### config.mk
export PLATFORM = sky130hd
export DESIGN_NAME = utf16_to_utf8_converter
export DESIGN_NICKNAME = d
export VERILOG_FILES = /design/src/hw/rtl/u16u8_pkg.sv /design/src/hw/rtl/utf16_to_utf8_converter.sv /design/src/hw/rtl/u16u8_front.sv /design/src/hw/rtl/u16u8_queue.sv /design/src/hw/rtl/u16u8_back.sv
export SDC_FILE = /design/constraint.sdc
export NUM_CORES = 1
export LEC_CHECK = 0
export ABC_AREA = 1
export BUFFER_PORTS_ARGS = -buffer_cell sky130_fd_sc_hd__buf_4
export CAP_MARGIN = 20
export CELL_PAD_IN_SITES_DETAIL_PLACEMENT = 0
export CELL_PAD_IN_SITES_GLOBAL_PLACEMENT = 2
export CORE_MARGIN = 2
export CORE_UTILIZATION = 25
export CTS_BUF_LIST = sky130_fd_sc_hd__clkbuf_4 sky130_fd_sc_hd__clkbuf_8 sky130_fd_sc_hd__clkbuf_16
export DETAILED_ROUTE_END_ITERATION = 6
export PLACE_DENSITY_LB_ADDON = 0.1
export SETUP_SLACK_MARGIN = 0.15
export SYNTH_ARGS = -nofsm -noshare
export SYNTH_HDL_FRONTEND = slang
export SYNTH_SLANG_ARGS = --single-unit
export TNS_END_PERCENT = 1
### constraint.sdc
create_clock -name clk -period 8.5 [get_ports clk]
set_input_delay 1.7 -clock clk [delete_from_list [all_inputs] [get_ports clk]]
set_output_delay 1.7 -clock clk [all_outputs]
set_load 0.05 [all_outputs]
### src/hw/rtl/u16u8_pkg.sv
// Shared types and helpers for the UTF-16 to UTF-8 converter.
// Used by the front, queue, back and top-level modules. No dependencies.
package u16u8_pkg;

  localparam logic [7:0]  BOM_HI     = 8'hfe;
  localparam logic [7:0]  BOM_LO     = 8'hff;
  localparam logic [5:0]  HIGH_SURR  = 6'b110110;
  localparam logic [5:0]  LOW_SURR   = 6'b110111;
  localparam logic [15:0] NONCHAR    = 16'hfffe;
  localparam logic [20:0] SUPP_BASE  = 21'h10000;
  localparam logic [15:0] CAP_MARGIN = 16'd5;
  localparam logic [7:0]  LEAD2      = 8'hc0;
  localparam logic [7:0]  LEAD3      = 8'he0;
  localparam logic [7:0]  LEAD4      = 8'hf0;
  localparam logic [7:0]  CONT       = 8'h80;
  localparam logic        ADDR_DEST_CAPACITY = 1'b0;
  localparam logic [15:0] DEST_CAPACITY_RESET = 16'd256;

  typedef struct packed {
    logic [7:0] in_byte;
    logic       first_byte;
    logic       last_byte;
  } in_item_t;

  typedef struct packed {
    logic [7:0] out_byte;
    logic       run_last;
    logic       string_end;
  } out_item_t;

  // one classified input: a scalar to encode (len bytes) and an optional NUL
  typedef struct packed {
    logic [20:0] code;
    logic [2:0]  len;
    logic        nul;
  } job_t;

  typedef struct packed {
    logic full;
    logic empty;
  } q_stat_t;

  function automatic logic [2:0] utf8_len(input logic [20:0] c);
    logic [2:0] n;
    if (c < 21'h80) begin
      n = 3'd1;
    end else if (c < 21'h800) begin
      n = 3'd2;
    end else if (c < 21'h10000) begin
      n = 3'd3;
    end else begin
      n = 3'd4;
    end
    return n;
  endfunction

endpackage

### src/hw/rtl/utf16_to_utf8_converter.sv
// UTF-16 to UTF-8 converter top level: APB register, front end, job queue, back end.
// A source byte's job is queued, then its bytes are registered in the result slot.
// Throughput: one input byte per cycle while the queue has room; one output byte
// per cycle while the result slot is empty or popped; a job gives 1 to 5 bytes.
// Reset (rst, synchronous): clears string state, queue and output slot;
// dest_capacity returns to 256.
module utf16_to_utf8_converter #(
  parameter int QDEPTH = 4
) (
  input  logic                 clk,
  input  logic                 rst,
  input  logic                 push,
  output logic                 full,
  input  u16u8_pkg::in_item_t  in_item,
  output logic                 empty,
  input  logic                 pop,
  output u16u8_pkg::out_item_t out_item,
  input  logic                 psel,
  input  logic                 penable,
  input  logic                 pwrite,
  input  logic [2:0]           paddr,
  input  logic [31:0]          pwdata,
  output logic [31:0]          prdata,
  output logic                 pready
);
  import u16u8_pkg::*;

  logic [15:0] dest_capacity;
  logic        accept;
  job_t        f_job;
  logic        f_job_valid;
  job_t        q_head;
  q_stat_t     q_stat;
  logic        deq;

  assign pready = 1'b1;
  assign prdata = (paddr[2] == ADDR_DEST_CAPACITY) ? {16'd0, dest_capacity} : 32'd0;

  always_ff @(posedge clk) begin
    if (rst) begin
      dest_capacity <= DEST_CAPACITY_RESET;
    end else if (psel && penable && pwrite && pready && (paddr[2] == ADDR_DEST_CAPACITY)) begin
      dest_capacity <= pwdata[15:0];
    end
  end

  assign full   = q_stat.full;
  assign accept = push && !full;

  u16u8_front u_front (
    .clk           (clk),
    .rst           (rst),
    .accept        (accept),
    .in_item       (in_item),
    .dest_capacity (dest_capacity),
    .job           (f_job),
    .job_valid     (f_job_valid)
  );

  u16u8_queue #(
    .DEPTH (QDEPTH)
  ) u_queue (
    .clk    (clk),
    .rst    (rst),
    .wr     (f_job_valid),
    .wr_job (f_job),
    .rd     (deq),
    .head   (q_head),
    .stat   (q_stat)
  );

  u16u8_back u_back (
    .clk        (clk),
    .rst        (rst),
    .head       (q_head),
    .head_valid (!q_stat.empty),
    .pop        (pop),
    .deq        (deq),
    .out_item   (out_item),
    .empty      (empty)
  );

`ifndef SYNTHESIS
  a_queue_stat: assert property (@(posedge clk) disable iff (rst)
    !(q_stat.full && q_stat.empty))
    else $error("queue reports full and empty together");

  a_nul_last: assert property (@(posedge clk) disable iff (rst)
    (!empty && out_item.string_end) |-> (out_item.run_last && out_item.out_byte == 8'd0))
    else $error("terminator is not the closing zero byte of its transaction");

  a_reset_empty: assert property (@(posedge clk)
    rst |=> (empty && !full))
    else $error("result slot or queue not cleared by reset");

  a_deq_needs_slot: assert property (@(posedge clk) disable iff (rst)
    deq |-> (!q_stat.empty && (empty || pop)))
    else $error("job retired without a free result slot");
`endif

endmodule

### src/hw/rtl/u16u8_front.sv
// Front end: byte-order header, unit assembly, surrogate pairing, capacity limit.
// Emits one job per accepted byte that causes output. Depends on u16u8_pkg.
module u16u8_front (
  input  logic                clk,
  input  logic                rst,
  input  logic                accept,
  input  u16u8_pkg::in_item_t in_item,
  input  logic [15:0]         dest_capacity,
  output u16u8_pkg::job_t     job,
  output logic                job_valid
);
  import u16u8_pkg::*;

  logic        big_endian, big_endian_next;
  logic [1:0]  header_count, header_count_next;
  logic [7:0]  held_byte, held_byte_next;
  logic        byte_phase, byte_phase_next;
  logic [9:0]  high_bits, high_bits_next;
  logic        high_pending, high_pending_next;
  logic        halted, halted_next;
  logic [15:0] bytes_written, bytes_written_next;

  logic        s_be, s_phase, s_hp, s_halted;
  logic [1:0]  s_hc;
  logic [7:0]  s_held;
  logic [9:0]  s_hb;
  logic [15:0] s_bw;
  logic [15:0] limit;
  logic [15:0] unit;
  logic [7:0]  b;

  always_comb begin
    b        = in_item.in_byte;
    s_be     = in_item.first_byte ? 1'b0  : big_endian;
    s_hc     = in_item.first_byte ? 2'd0  : header_count;
    s_held   = in_item.first_byte ? 8'd0  : held_byte;
    s_phase  = in_item.first_byte ? 1'b0  : byte_phase;
    s_hb     = in_item.first_byte ? 10'd0 : high_bits;
    s_hp     = in_item.first_byte ? 1'b0  : high_pending;
    s_halted = in_item.first_byte ? 1'b0  : halted;
    s_bw     = in_item.first_byte ? 16'd0 : bytes_written;
    limit    = (dest_capacity >= CAP_MARGIN) ? dest_capacity - CAP_MARGIN : 16'd0;
    unit     = s_be ? {s_held, b} : {b, s_held};

    big_endian_next   = s_be;
    header_count_next = s_hc;
    held_byte_next    = s_held;
    byte_phase_next   = s_phase;
    high_bits_next    = s_hb;
    high_pending_next = s_hp;
    halted_next       = s_halted;
    job.code          = 21'd0;
    job.len           = 3'd0;
    job.nul           = in_item.last_byte;

    if (s_hc == 2'd0) begin
      held_byte_next    = b;
      header_count_next = 2'd1;
    end else if (s_hc == 2'd1) begin
      big_endian_next   = (s_held == BOM_HI) && (b == BOM_LO);
      header_count_next = 2'd2;
    end else if (!s_phase) begin
      held_byte_next  = b;
      byte_phase_next = 1'b1;
    end else begin
      byte_phase_next = 1'b0;
      if (!s_halted) begin
        if (s_hp) begin
          high_pending_next = 1'b0;
          if (unit[15:10] == LOW_SURR) begin
            job.code = {1'b0, s_hb, unit[9:0]} + SUPP_BASE;
            job.len  = 3'd4;
          end else begin
            halted_next = 1'b1;
          end
        end else if (s_bw >= limit) begin
          halted_next = 1'b1;
        end else if (unit[15:10] == HIGH_SURR) begin
          high_bits_next    = unit[9:0];
          high_pending_next = 1'b1;
        end else if (unit < NONCHAR) begin
          job.code = {5'd0, unit};
          job.len  = utf8_len({5'd0, unit});
        end
      end
    end

    if (in_item.last_byte) begin
      if (high_pending_next && !halted_next) begin
        job.code = {5'd0, HIGH_SURR, high_bits_next};
        job.len  = 3'd3;
      end
      high_pending_next = 1'b0;
      byte_phase_next   = 1'b0;
      halted_next       = 1'b1;
    end

    bytes_written_next = s_bw + {13'd0, job.len};
    job_valid = accept && ((job.len != 3'd0) || job.nul);
  end

  always_ff @(posedge clk) begin
    if (rst) begin
      big_endian    <= 1'b0;
      header_count  <= 2'd0;
      held_byte     <= 8'd0;
      byte_phase    <= 1'b0;
      high_bits     <= 10'd0;
      high_pending  <= 1'b0;
      halted        <= 1'b0;
      bytes_written <= 16'd0;
    end else if (accept) begin
      big_endian    <= big_endian_next;
      header_count  <= header_count_next;
      held_byte     <= held_byte_next;
      byte_phase    <= byte_phase_next;
      high_bits     <= high_bits_next;
      high_pending  <= high_pending_next;
      halted        <= halted_next;
      bytes_written <= bytes_written_next;
    end
  end

endmodule

### src/hw/rtl/u16u8_queue.sv
// Job queue between the front and back ends.
// Register-based circular buffer of job_t entries. Depends on u16u8_pkg.
module u16u8_queue #(
  parameter int DEPTH = 4
) (
  input  logic               clk,
  input  logic               rst,
  input  logic               wr,
  input  u16u8_pkg::job_t    wr_job,
  input  logic               rd,
  output u16u8_pkg::job_t    head,
  output u16u8_pkg::q_stat_t stat
);
  import u16u8_pkg::*;

  localparam int PW = (DEPTH > 1) ? $clog2(DEPTH) : 1;
  localparam int CW = $clog2(DEPTH + 1);
  localparam logic [PW-1:0] LAST_PTR = PW'(DEPTH - 1);
  localparam logic [CW-1:0] FULL_CNT = CW'(DEPTH);

  job_t          mem [DEPTH];
  logic [PW-1:0] wr_ptr, rd_ptr;
  logic [CW-1:0] count;
  logic          do_wr, do_rd;

  assign stat.full  = (count == FULL_CNT);
  assign stat.empty = (count == '0);
  assign do_wr      = wr && !stat.full;
  assign do_rd      = rd && !stat.empty;
  assign head       = mem[rd_ptr];

  always_ff @(posedge clk) begin
    if (do_wr) begin
      mem[wr_ptr] <= wr_job;
    end
  end

  always_ff @(posedge clk) begin
    if (rst) begin
      wr_ptr <= '0;
      rd_ptr <= '0;
      count  <= '0;
    end else begin
      if (do_wr) begin
        wr_ptr <= (wr_ptr == LAST_PTR) ? '0 : wr_ptr + 1'b1;
      end
      if (do_rd) begin
        rd_ptr <= (rd_ptr == LAST_PTR) ? '0 : rd_ptr + 1'b1;
      end
      if (do_wr && !do_rd) begin
        count <= count + 1'b1;
      end else if (do_rd && !do_wr) begin
        count <= count - 1'b1;
      end
    end
  end

endmodule

### src/hw/rtl/u16u8_back.sv
// Back end: serializes jobs to UTF-8 bytes plus optional NUL, one per cycle while
// the registered result slot it drives is empty or popped. Depends on u16u8_pkg.
module u16u8_back (
  input  logic                 clk,
  input  logic                 rst,
  input  u16u8_pkg::job_t      head,
  input  logic                 head_valid,
  input  logic                 pop,
  output logic                 deq,
  output u16u8_pkg::out_item_t out_item,
  output logic                 empty
);
  import u16u8_pkg::*;

  logic [2:0] idx;
  logic [2:0] total;
  logic [2:0] rem;
  logic       out_valid;
  logic       emit;
  out_item_t  nxt;

  always_comb begin
    total = head.len + {2'd0, head.nul};
    rem   = head.len - idx - 3'd1;
    emit  = head_valid && (!out_valid || pop);
    deq   = emit && (idx == total - 3'd1);

    nxt.run_last   = (idx == total - 3'd1);
    nxt.string_end = (idx >= head.len);
    if (idx >= head.len) begin
      nxt.out_byte = 8'd0;
    end else if (idx == 3'd0) begin
      case (head.len)
        3'd1:    nxt.out_byte = {1'b0, head.code[6:0]};
        3'd2:    nxt.out_byte = LEAD2 | {3'd0, head.code[10:6]};
        3'd3:    nxt.out_byte = LEAD3 | {4'd0, head.code[15:12]};
        default: nxt.out_byte = LEAD4 | {5'd0, head.code[20:18]};
      endcase
    end else begin
      case (rem)
        3'd0:    nxt.out_byte = CONT | {2'd0, head.code[5:0]};
        3'd1:    nxt.out_byte = CONT | {2'd0, head.code[11:6]};
        default: nxt.out_byte = CONT | {2'd0, head.code[17:12]};
      endcase
    end
  end

  assign empty = !out_valid;

  always_ff @(posedge clk) begin
    if (emit) begin
      out_item <= nxt;
    end
  end

  always_ff @(posedge clk) begin
    if (rst) begin
      out_valid <= 1'b0;
      idx       <= 3'd0;
    end else begin
      if (emit) begin
        out_valid <= 1'b1;
      end else if (pop) begin
        out_valid <= 1'b0;
      end
      if (deq) begin
        idx <= 3'd0;
      end else if (emit) begin
        idx <= idx + 3'd1;
      end
    end
  end

endmodule
* Word level (Yosys, flattened, before mapping) *
Memory sizes are Yosys's and may differ from the RTL's. A register that Yosys moved wholly into a read port is not among the register bits.
Index checks and enable logic that the tools add are counted.

storage, ports and cells
  bits of input ports = 52
  memories = 1
  output and inout bits = 45
  RAM bits = 100
  logic and storage cells = 150
  flip-flop bits (word level) = 77

cells by class
  add/sub/neg operators = 12
  bitwise gates (word level) = 1
  order comparisons = 6
  eq/ne operators = 13
  muxes and demuxes = 71
  reduce and logical (&&, ||, !) cells = 29

memory list
  name         depth  bits a word  rd ports  clocked after memory_dff  write ports  RTL line           source
  u_queue.mem  4      25           1         1                         1            u16u8_queue.sv:21  job_t mem [DEPTH];

operators with widths
  operator                  number
  $mux W24                  10
  $mux W10                  8
  $mux W16                  4
  $mux W8                   5
  $mux W1                   31
  $pmux W8 S3               1
  $add A20 B17 Y21 const B  1
  $mux W19                  1
  $add A16 B3 Y16           1
  $eq A8 B8 Y1 const B      2
  $ge A16 B16 Y1            1
  $ge A16 B3 Y1 const B     1
  $lt A16 B12 Y1 const B    1
  $lt A16 B16 Y1 const B    1
  $lt A16 B8 Y1 const B     1
  $sub A16 B3 Y16 const B   1
  $mux W2                   7
  $logic_and A1 B1 Y1       13
  $eq A6 B6 Y1 const B      2
  $pmux W6 S2               1
  $logic_not A3 Y1          3
  $mux W3                   3
  $sub A3 B1 Y3 const B     3
  $add A3 B1 Y3 const B     2
  other kinds (17)          28

* Logic depth before layout (Yosys ltp) *
  word-level depth = 23
  gate-level depth with buffers = 37

* Hierarchy *
From an unflattened synthesis, not the netlist that was laid out.

unflattened totals
  cells, all modules = 1,353
  area, all modules = 10,650.2 µm²

modules (own cells, without submodules)
  module                   cells an instance  seq. area each (µm²)  instances  area each (µm²)
  u16u8_queue              313                3,183.1               1          4,309.1
  u16u8_front              713                800.8                 1          4,112.7
  u16u8_back               165                380.4                 1          1,166.1
  utf16_to_utf8_converter  162                320.3                 1          1,062.3

* Worst setup path before layout *
OpenSTA, ideal clock, no wires.

  path type = input to register
  from = input port in_item[1] (netlist bit)
  to = register u_front.bytes_written[14]
  slack = 2.980 ns
  stages = 24
  setup time = 0.119 ns
  arrival = 5.401 ns
  cells stage by stage = buf_2 buf_2 buf_1 nor2_1 ha_1 a21oi_1 o21ai_0 nor2_1 nand3_1 nand2_1 nand2_1 nor2_1 nand2_2 buf_6 o21ai_0 ha_1 fa_1 nand3_1 nand2_1 nand4_1 nor4_1 nand3_1 o21ai_0 a21oi_1

RTL lines
  what                  RTL line                       source
  start, declared       utf16_to_utf8_converter.sv:14  input u16u8_pkg::in_item_t in_item,
  end signal, assigned  u16u8_front.sv:120             bytes_written <= bytes_written_next;
  end, declared         u16u8_front.sv:21              logic [15:0] bytes_written, bytes_written_next;

==> impl_metrics.yaml <==
final_layout:
  finalNetCount: 1391
  fin_util: 0.292
  layout-drive-gt1-share: 0.117
  final_common_cell: "nand2_1"
  n_antenna_cell: 0
  areaGrowthSynthToFinish_pct: 15.7
  final_cell_mix: "nand2_1 (270), inv_1 (154), nor2_1 (137)"
clocking:
  cts-root-buf: "clkbuf_16"
  hold_buffers: 0
  clock_latency_ns: 0.45
  cts_tree: "done"
  clock_sinks: 179
  cts_resized: 0
  clk_path_buf_depth: 2
  cts-buffers-inserted: 17
  clk_pin_slew_ns: 0.08
  cts.htree.levels: 4
  post_cts_buffers: 0
routing:
  dr_total_vias: 8182
  firstDrtPassIters: 4
  finalWirelength_um: 29300
  post-route-drc-count: 0
  drtIter0Drc: 415
  routed_via_density: 4.46
  drtAntennaViolNets: 0
  wl_per_cell_um: 16.0
floorplanning:
  dieArea_um2: 41700
  core_region_area_um2: 39600
  placementRows: 73
  io-pin-count: 97
  initial_core_util: 0.253
  die_x_um: 204
  die_y_um: 204
pwr:
  p_sw_frac: 0.402
  intPower_uw: 1730
  seqPwrFrac: 0.372
  powerDensity_nw_per_um2: 250
  p_sw_uw: 1160
  p_comb_frac: 0.348
  p_leak_uw: 0.00497
  vdd_drop_max_v: 0.000138
  pwr-share-clk: 0.279
synthesis:
  ys_ff_latch: 179
  synth_seq_area_share: 0.468
  synth_edf_count: 110
  synth.avg_cell_area_um2: 8.01
  synth-main-ff-cell: "edfxtp_1"
  yosysUniqueCellTypes: 52
  synthCells: 1250
  syn-cell-area_um2: 10000
  yosys_warnings: 0
  async_reset_ff_frac: 0
setup_path:
  worst-setup-path-type: "flop to flop"
  cp_data_arrival_time_ns: 6.86
  cp-end-kind: "flop"
  critical_path.max_fanout: 14
  startpoint_type: "flop"
  cp_slowest_cell: "nor4_1"
  ff2ff_path_depth: 28
  worst_ep_required_time_ns: 8.83
  max_stage_delay_ns: 0.53
timing:
  finalMaxSlewViolations: 0
  rsz0062_at_grt: "false"
  post-route-min-period_ns: 6.52
  max_slew_margin: 0.311
  finClkSkew_ns: 0.0138
  timing.setup.tns_ns: 0
  hold_viol: 0
  timing.fmax_mhz: 153
  setup-violations-final: 0
  worst_pin_slew_ns: 1.02
  fin_crit_sh: 0.767
grt:
  grt_pass1_vias: 7874
  gr-total-overflow: 0
  grt_pass1_wl_um: 45800
  track_usage: 0.145
  antenna_found_initial: 0
  grt_max_degree: 51
place:
  dp_hpwl_um: 20800
  place_congestion: 0.735
  io_buffers: 61
job:
  drv_cap: 0
status:
  status: "finished clean"
hold_path:
  min_path_cells: 2
  hp-class: "flop to flop"
[stage by stage]
step	hold slack [ns]	setup slack, ns	std cells	cell area (µm²)	power (µW)
after global routing	0.488	1.17	1835	11600	3110
after global placement	0.446	1.73	1802	11000	2140
after floorplan	0.430	2.98	1265	10100	1840
after CTS	0.471	1.94	1834	11600	2960
after detailed placement	0.458	1.70	1802	11000	2130
final	0.471	1.98	1835	11600	2900
[cell usage after synthesis, types with 2 or more instances]
library cell / n / area, µm²
o21ai_1: 13 / 65.1
and3_1: 2 / 12.5
buf_1: 5 / 18.8
dfxtp_1: 69 / 1380
edfxtp_1: 110 / 3300
clkbuf_1: 30 / 113
o22ai_1: 17 / 106
o22ai_2: 2 / 25.0
clkinv_1: 3 / 11.3
nand4_1: 12 / 75.1
a21oi_1: 84 / 420
nand3_1: 65 / 325
nor4_1: 9 / 56.3
nor2_2: 4 / 25.0
o21ai_0: 92 / 460
xnor2_1: 5 / 43.8
o211ai_1: 14 / 105
o221ai_1: 5 / 43.8
inv_1: 154 / 578
a31oi_1: 4 / 25.0
o2111ai_1: 2 / 17.5
ha_1: 39 / 488
nor3_1: 8 / 40.0
nor3b_1: 3 / 22.5
a221oi_1: 2 / 17.5
nor3_2: 4 / 40.0
nand2_2: 9 / 56.3
o21a_1: 2 / 15.0
buf_4: 20 / 150
conb_1: 2 / 7.51
nor2_1: 142 / 533
or2_2: 5 / 31.3
nand3_2: 3 / 30.0
inv_2: 8 / 30.0
fa_1: 3 / 60.1
buf_2: 4 / 20.0
nand2_1: 270 / 1010
a32o_1: 3 / 30.0
buf_6: 2 / 22.5
xor2_1: 8 / 70.1
[logic make-up after synthesis]
logic type               count (synthesis)  share of synthesized area
buffers and inverters                  226                     0.0942
AO/OA/AOI/OAI                          246                      0.138
adder cells (fa/ha/maj)                 42                     0.0547
other                                    2                   0.000750
XOR/XNOR                                13                     0.0114
flip-flops                             179                      0.468
AND/OR/NAND/NOR                        542                      0.233
[worst paths after layout]
| path | startpoint | end | slack, ns |
|---|---|---|---|
| worst max-delay path | dest_capacity[0]$_SDFFE_PP0P_ | u_front.bytes_written[14]$_SDFFE_PP0P_ | 1.98 |
| worst min-delay path | u_front.bytes_written[7]$_SDFFE_PP0P_ | u_front.bytes_written[7]$_SDFFE_PP0P_ | 0.47 |
| worst max register to register | dest_capacity[0]$_SDFFE_PP0P_ | u_front.bytes_written[14]$_SDFFE_PP0P_ | 1.98 |
| worst min register to register | u_front.bytes_written[7]$_SDFFE_PP0P_ | u_front.bytes_written[7]$_SDFFE_PP0P_ | 0.47 |
[area by class of cell]
| type | instances | area [µm²] |
|---|---|---|
| clock buffer | 17 | 425 |
| multi-input combinational | 860 | 4460 |
| timing repair buffer | 74 | 556 |
| inverter | 165 | 619 |
| clock inverter | 15 | 176 |
| tap | 525 | 657 |
| sequential | 179 | 4680 |
| fill | 4347 | 28100 |
[flip-flops by register name, indices dropped and copies added (netlist names), named ones only]
name,cells
u_queue.mem,100
dest_capacity,16
u_front.bytes_written,16
u_back.out_item,10
u_front.high_bits,10
u_front.held_byte,8
u_back.idx,3
u_queue.count,3
u_front.header_count,2
u_queue.rd_ptr,2
u_queue.wr_ptr,2
u_back.out_valid,1
u_front.big_endian,1
u_front.byte_phase,1
u_front.halted,1
u_front.high_pending,1
[power groups by stage]
stage | Combinational [µW] | Sequential [µW] | Clock [µW]
after floorplan | 653 | 1190 | 0
after global placement | 1040 | 1100 | 0
after detailed placement | 1030 | 1100 | 0
after CTS | 1040 | 1080 | 843
after global routing | 1140 | 1090 | 879
final | 1010 | 1080 | 809
[metal layers]
| layer | vias up | wire length (µm) | global-route usage |
|---|---|---|---|
| met5 | - | 0 | 0 |
| li1 | 4225 | - | - |
| met1 | 3853 | 14300 | 0.195 |
| met2 | 83 | 14000 | 0.243 |
| met4 | 0 | 306 | 0.0370 |
| met3 | 21 | 630 | 0.0214 |
[critical path, delay by kind of cell, from the launching register on]
kind            cells  cell delay [ns]
simple gates       18             3.96
compound gates      5             0.97
fa+ha+maj           4             1.00
flops               1             0.35
buf+inv             1             0.12
(Power assumes the default switching activity.)
